[config.mk]
export PLATFORM = sky130hd
export DESIGN_NAME = double_ended_queue
export DESIGN_NICKNAME = d
export VERILOG_FILES = /design/src/sv/dq_pkg.sv /design/src/sv/double_ended_queue.sv
export SDC_FILE = /design/constraint.sdc
export NUM_CORES = 1
export LEC_CHECK = 0
export BUFFER_PORTS_ARGS = -buffer_cell sky130_fd_sc_hd__buf_2
export CORE_MARGIN = 5
export CORE_UTILIZATION = 60
export CTS_CLUSTER_DIAMETER = 120
export DETAILED_ROUTE_END_ITERATION = 8
export PLACE_DENSITY = 0.78
export SETUP_SLACK_MARGIN = 0.2
export SYNTH_ARGS = -nofsm -noshare
export SYNTH_HDL_FRONTEND = slang
export SYNTH_SLANG_ARGS = --single-unit
[constraint.sdc]
create_clock -name clk_i -period 12.9 [get_ports clk_i]
set_input_delay 2.58 -clock clk_i [delete_from_list [all_inputs] [get_ports clk_i]]
set_output_delay 2.58 -clock clk_i [all_outputs]
set_load 0.005 [all_outputs]
[src/sv/dq_pkg.sv]
package dq_pkg;

  localparam int CAPACITY   = 16;
  localparam int DATA_WIDTH = 32;
  localparam int IDX_W      = $clog2(CAPACITY);
  localparam int CNT_W      = $clog2(CAPACITY + 1);

  localparam int ACT_W      = 3;
  localparam int STAT_W     = 2;

  // slave-side payload: action, value
  localparam int IN_BITS    = ACT_W + DATA_WIDTH;
  localparam int IN_W       = ((IN_BITS + 7) / 8) * 8;

  // master-side payload: front, back, count, empty, full, status
  localparam int OUT_BITS   = 2 * DATA_WIDTH + CNT_W + 2 + STAT_W;
  localparam int OUT_W      = ((OUT_BITS + 7) / 8) * 8;

  typedef enum logic [ACT_W-1:0] {
    ACT_PUSH_FRONT = 3'd0,
    ACT_PUSH_BACK  = 3'd1,
    ACT_POP_FRONT  = 3'd2,
    ACT_POP_BACK   = 3'd3,
    ACT_READ       = 3'd4
  } action_e;

  typedef enum logic [STAT_W-1:0] {
    ST_DONE  = 2'd0,
    ST_FULL  = 2'd1,
    ST_EMPTY = 2'd2
  } status_e;

  // circular index: a + b, with a below capacity and b at most capacity
  function automatic logic [IDX_W-1:0] idx_add(input logic [IDX_W-1:0] a,
                                               input logic [CNT_W-1:0] b);
    logic [CNT_W:0] s;
    s = (CNT_W + 1)'(a) + (CNT_W + 1)'(b);
    if (s >= (CNT_W + 1)'(CAPACITY)) begin
      s = s - (CNT_W + 1)'(CAPACITY);
    end
    return s[IDX_W-1:0];
  endfunction

  function automatic logic [IDX_W-1:0] idx_prev(input logic [IDX_W-1:0] a);
    logic [IDX_W-1:0] r;
    if (a == '0) begin
      r = IDX_W'(CAPACITY - 1);
    end else begin
      r = a - 1'b1;
    end
    return r;
  endfunction

endpackage

[src/sv/double_ended_queue.sv]
// Bounded double-ended queue of CAPACITY words held in a circular single-port-write,
// single-port-read store, addressed from a front index with an entry count. Each
// transaction on the slave side carries an action (push front, push back, pop front,
// pop back, or read only; unused codes act as read only) and a data word, and yields
// exactly one transaction on the master side with both end values (zero when empty),
// the count, the empty and full flags and a status (done, push dropped because full,
// pop ignored because empty). The end values are kept in registers beside the store,
// so pushes, reads, and pops that fail or leave the queue empty load the output
// directly; other pops first pass through the read state, as the new end value
// comes back through the store's registered read port. A new transaction is taken
// while the previous result waits, if it leaves the output in the same cycle.
module double_ended_queue import dq_pkg::*; (
  input  logic             clk_i,
  input  logic             rst_ni,
  input  logic [IN_W-1:0]  s_axis_tdata,   // action[2:0], value[34:3]
  input  logic             s_axis_tvalid,
  output logic             s_axis_tready,
  output logic [OUT_W-1:0] m_axis_tdata,   // front[31:0], back[63:32], count[68:64],
                                           // empty[69], full[70], status[72:71]
  output logic             m_axis_tvalid,
  input  logic             m_axis_tready
);

  localparam logic ST_IDLE = 1'b0;
  localparam logic ST_READ = 1'b1;

  logic                  state_q, state_d;
  logic [IDX_W-1:0]      front_idx_q, front_idx_d;
  logic [CNT_W-1:0]      count_q, count_d;
  logic [DATA_WIDTH-1:0] front_val_q, front_val_d;
  logic [DATA_WIDTH-1:0] back_val_q, back_val_d;
  logic                  pend_front_q, pend_front_d;
  logic                  out_valid_q, out_valid_d;
  logic [OUT_W-1:0]      out_data_q, out_data_d;

  logic [DATA_WIDTH-1:0] mem [CAPACITY];
  logic [DATA_WIDTH-1:0] rd_data_q;
  logic                  mem_we, mem_re;
  logic [IDX_W-1:0]      mem_waddr, mem_raddr;

  logic [ACT_W-1:0]      act;
  logic [DATA_WIDTH-1:0] in_value;
  logic                  accept, out_free, is_full, is_empty, load_out;
  status_e               res_status;

  assign act      = s_axis_tdata[ACT_W-1:0];
  assign in_value = s_axis_tdata[ACT_W +: DATA_WIDTH];
  assign out_free = !out_valid_q || m_axis_tready;
  assign s_axis_tready = (state_q == ST_IDLE) && out_free;
  assign accept   = s_axis_tvalid && s_axis_tready;
  assign is_full  = (count_q == CNT_W'(CAPACITY));
  assign is_empty = (count_q == '0);

  always_comb begin
    state_d      = state_q;
    front_idx_d  = front_idx_q;
    count_d      = count_q;
    front_val_d  = front_val_q;
    back_val_d   = back_val_q;
    pend_front_d = pend_front_q;
    mem_we       = 1'b0;
    mem_re       = 1'b0;
    mem_waddr    = idx_add(front_idx_q, count_q);
    mem_raddr    = idx_add(front_idx_q, CNT_W'(1));
    load_out     = 1'b0;
    res_status   = ST_DONE;

    if (state_q == ST_READ) begin
      if (pend_front_q) begin
        front_val_d = rd_data_q;
      end else begin
        back_val_d = rd_data_q;
      end
      load_out = 1'b1;
      state_d  = ST_IDLE;
    end else if (accept) begin
      case (act)
        ACT_PUSH_FRONT, ACT_PUSH_BACK: begin
          load_out = 1'b1;
          if (is_full) begin
            res_status = ST_FULL;
          end else begin
            mem_we  = 1'b1;
            count_d = count_q + 1'b1;
            if (act == ACT_PUSH_FRONT) begin
              front_idx_d = idx_prev(front_idx_q);
              mem_waddr   = idx_prev(front_idx_q);
              front_val_d = in_value;
              if (is_empty) begin
                back_val_d = in_value;
              end
            end else begin
              back_val_d = in_value;
              if (is_empty) begin
                front_val_d = in_value;
              end
            end
          end
        end
        ACT_POP_FRONT, ACT_POP_BACK: begin
          if (is_empty) begin
            res_status = ST_EMPTY;
            load_out   = 1'b1;
          end else begin
            count_d = count_q - 1'b1;
            if (act == ACT_POP_FRONT) begin
              front_idx_d = idx_add(front_idx_q, CNT_W'(1));
            end
            if (count_q == CNT_W'(1)) begin
              // queue drains, end values are masked to zero
              load_out = 1'b1;
            end else begin
              mem_re       = 1'b1;
              pend_front_d = (act == ACT_POP_FRONT);
              state_d      = ST_READ;
              if (act == ACT_POP_BACK) begin
                mem_raddr = idx_add(front_idx_q, count_q - CNT_W'(2));
              end
            end
          end
        end
        default: begin
          load_out = 1'b1;
        end
      endcase
    end

    out_valid_d = out_valid_q && !m_axis_tready;
    out_data_d  = out_data_q;
    if (load_out) begin
      out_valid_d = 1'b1;
      out_data_d  = '0;
      out_data_d[OUT_BITS-1:0] = {
        res_status,
        (count_d == CNT_W'(CAPACITY)),
        (count_d == '0),
        count_d,
        (count_d == '0) ? '0 : back_val_d,
        (count_d == '0) ? '0 : front_val_d
      };
    end
  end

  always_ff @(posedge clk_i or negedge rst_ni) begin
    if (!rst_ni) begin
      state_q      <= ST_IDLE;
      front_idx_q  <= '0;
      count_q      <= '0;
      pend_front_q <= 1'b0;
      out_valid_q  <= 1'b0;
    end else begin
      state_q      <= state_d;
      front_idx_q  <= front_idx_d;
      count_q      <= count_d;
      pend_front_q <= pend_front_d;
      out_valid_q  <= out_valid_d;
    end
  end

  always_ff @(posedge clk_i) begin
    front_val_q <= front_val_d;
    back_val_q  <= back_val_d;
    out_data_q  <= out_data_d;
  end

  // entry store, one write and one registered read per cycle
  always_ff @(posedge clk_i) begin
    if (mem_we) begin
      mem[mem_waddr] <= in_value;
    end
    if (mem_re) begin
      rd_data_q <= mem[mem_raddr];
    end
  end

  assign m_axis_tvalid = out_valid_q;
  assign m_axis_tdata  = out_data_q;

endmodule

==> metrics.yaml <==
sta:
  hold_viol: 0
  rsz0062_at_grt: "no"
  drv_slew: 0
  worstMarginPinSlew_ps: 1200
  max_freq_mhz: 152
  slew_headroom_pct: 20.2
  period_needed_ps: 6560
  setup_viol: 0
  skew_ps: 28.4
  setup-tns-final_ps: 0
  finalCritPeriodShare_pct: 50.9
global_route:
  grt_max_degree: 169
  antenna_found_initial: 6
  track_usage_pct: 26.8
  grt_overflow: 0
  grt_pass1_vias: 19900
  grt_pass1_wl_um: 116000
drt:
  drcViolationCount: 0
  routedWlPerCell_um: 25.9
  drtIter0Drc: 2547
  via_per_inst: 6.84
  via_count: 20400
  finalWirelength_um: 77300
  ant_nets: 0
  first_pass_iters: 6
synthesis:
  synthFlopType: "edfxtp_1"
  async_reset_ff_share_pct: 1.73
  synth-seq-cells: 693
  yosysSeqAreaShare_pct: 65.8
  ys_warn_count: 0
  syn_avg_cell_area_um2: 13.7
  netlist_top_cells_area: "edfxtp_1 (61%), a311oi_1 (5.5%), nor3b_1 (4.8%)"
  synth_top_area_share_pct: 60.6
  netlist_instances: 2234
  synthDistinctLibCells: 62
  mappedNetlistArea_um2: 30600
  synth_top_cell_by_area: "edfxtp_1"
  synth-edff-count: 617
power_and_ir_drop:
  ir_worst_vdd_mv: 0.284
  leakage_nw: 10.7
  power_density_nw_per_um2: 246
  power_w: 0.00830
place:
  gp_congestion: 0.798
  dp_hpwl_um: 40600
  io_buffers: 113
  placed_cell_area_um2: 31600
layout:
  postLayoutCellArea_um2: 33700
  drive_gt1_share_pct: 14.6
  fin_nets: 2314
  mostFrequentLayoutCells: "edfxtp_1 (617), nand2_1 (276), nor3b_1 (194)"
  final_common_cell: "edfxtp_1"
  syn2layout_area_growth_pct: 10.4
clock_network:
  clkSlewWorstSetupHoldPaths_ps: 60
  post_cts_buffers: 0
  hold_buffers: 0
  cts_buffer_depth: 3
  clock_sinks: 693
  cts_resized: 0
  h-tree-depth: 3
  cts-root-buf: "clkbuf_16"
  cts_tree: "yes"
  clk_latency_ps: 610
  cts_made_buffers: 68
floorplan:
  die_w_um: 236
  die_area_um2: 55500
  start_util_pct: 60.8
  row_count: 82
  io_pins: 126
  die_h_um: 236
  core-area_um2: 50300
setup_path:
  required_ps: 13220
  arrival_ps: 6880
  cp_max_fo: 112
  crit_type: "input port to register"
  end_kind: "register"
  start_kind: "input port"
min_path:
  hp-class: "register to register"
outcome:
  status: "finished clean"
flow_run:
  cap_viol_max_count: 0
[stage by stage]
stage	worst slack [ps]	instances	hold slack [ps]	util, %
floorplan	5970	2240	524	-
global placement	6010	2856	535	62.9
detailed placement	5800	2856	546	62.9
CTS	6430	2979	554	67.1
global route	6080	2979	582	67.1
finish	6340	2980	555	67.1
[registers in the layout (all words and copies together) (netlist names)]
| name | cells |
|---|---|
| m_axis_tdata | 73 |
| pend_front_q | 1 |
| front_idx_q | 4 |
| back_val_q | 32 |
| rd_data_q | 32 |
| count_q | 5 |
| state_q | 1 |
| front_val_q | 32 |
| m_axis_tvalid | 1 |
| mem | 512 |
[layout make-up]
class	count	area, um2
Sequential cell	693	20100
Fill cell	3337	16500
Multi-Input combinational cell	1330	9740
Clock buffer	90	1890
Timing Repair Buffer	152	871
Tap cell	672	841
Clock inverter	33	246
Inverter	9	33.8
Antenna cell	1	2.50
[path summary, 6_finish.rpt]
path	startpoint	end	slack [ps]	cells past startpoint
worst max-delay path	m_axis_tready	rd_data_q[17]	6340	10
worst min-delay path	front_val_q[9]	front_val_q[9]	560	2
worst max register to register	count_q[1]	rd_data_q[17]	7630	11
worst min register to register	front_val_q[9]	front_val_q[9]	560	2
max in group asynchronous	rst_ni	front_idx_q[0]	10770	1
min in group asynchronous	rst_ni	m_axis_tvalid	1860	1
[power breakdown]
part	internal, W	switching, W	total (W)	leakage [nW]
registers	0.00289	0.000191	0.00308	6.28
clock network	0.00108	0.000825	0.00190	1.04
logic	0.00109	0.00224	0.00332	3.43
total	0.00505	0.00325	0.00830	10.7
[routing by layer]
metal / up-vias / routed length [um] / GRT usage, %
li1: 8857 / - / -
met1: 10100 / 30100 / 37.4
met2: 1196 / 36200 / 42.4
met3: 181 / 8770 / 5.71
met4: 8 / 2200 / 9.10
met5: - / 54 / 0
[cell usage after synthesis, types with 14 or more instances]
master	instances
edfxtp_1	617
nand2_1	276
nor3b_1	194
a311oi_1	192
mux2i_1	133
clkbuf_1	121
nor2b_1	68
and3_1	67
a221oi_1	64
dfxtp_1	64
nor2_1	60
a2111oi_0	56
buf_2	56
a21oi_1	38
mux2_2	36
or4_1	32
buf_4	14
ha_1	14
[critical path: stages]
cell and delay, ps:
buf_2 100, nor2b_1 390, nor3_4 150, nand2_8 420, buf_4 990, buf_4 820
nor3b_1 110, a2111oi_0 440, a311oi_1 100, or4_1 640
[cells by family after synthesis]
logic type,synth area share [%]
AND/OR/NAND/NOR,13.1
flip-flops,65.8
AO/OA/AOI/OAI,10.8
buffers and inverters,3.26
multiplexers,5.73
adder cells (fa/ha/maj),0.704
XOR/XNOR,0.504
other,0.0123
No activity file was read; power rests on OpenSTA's default activity.
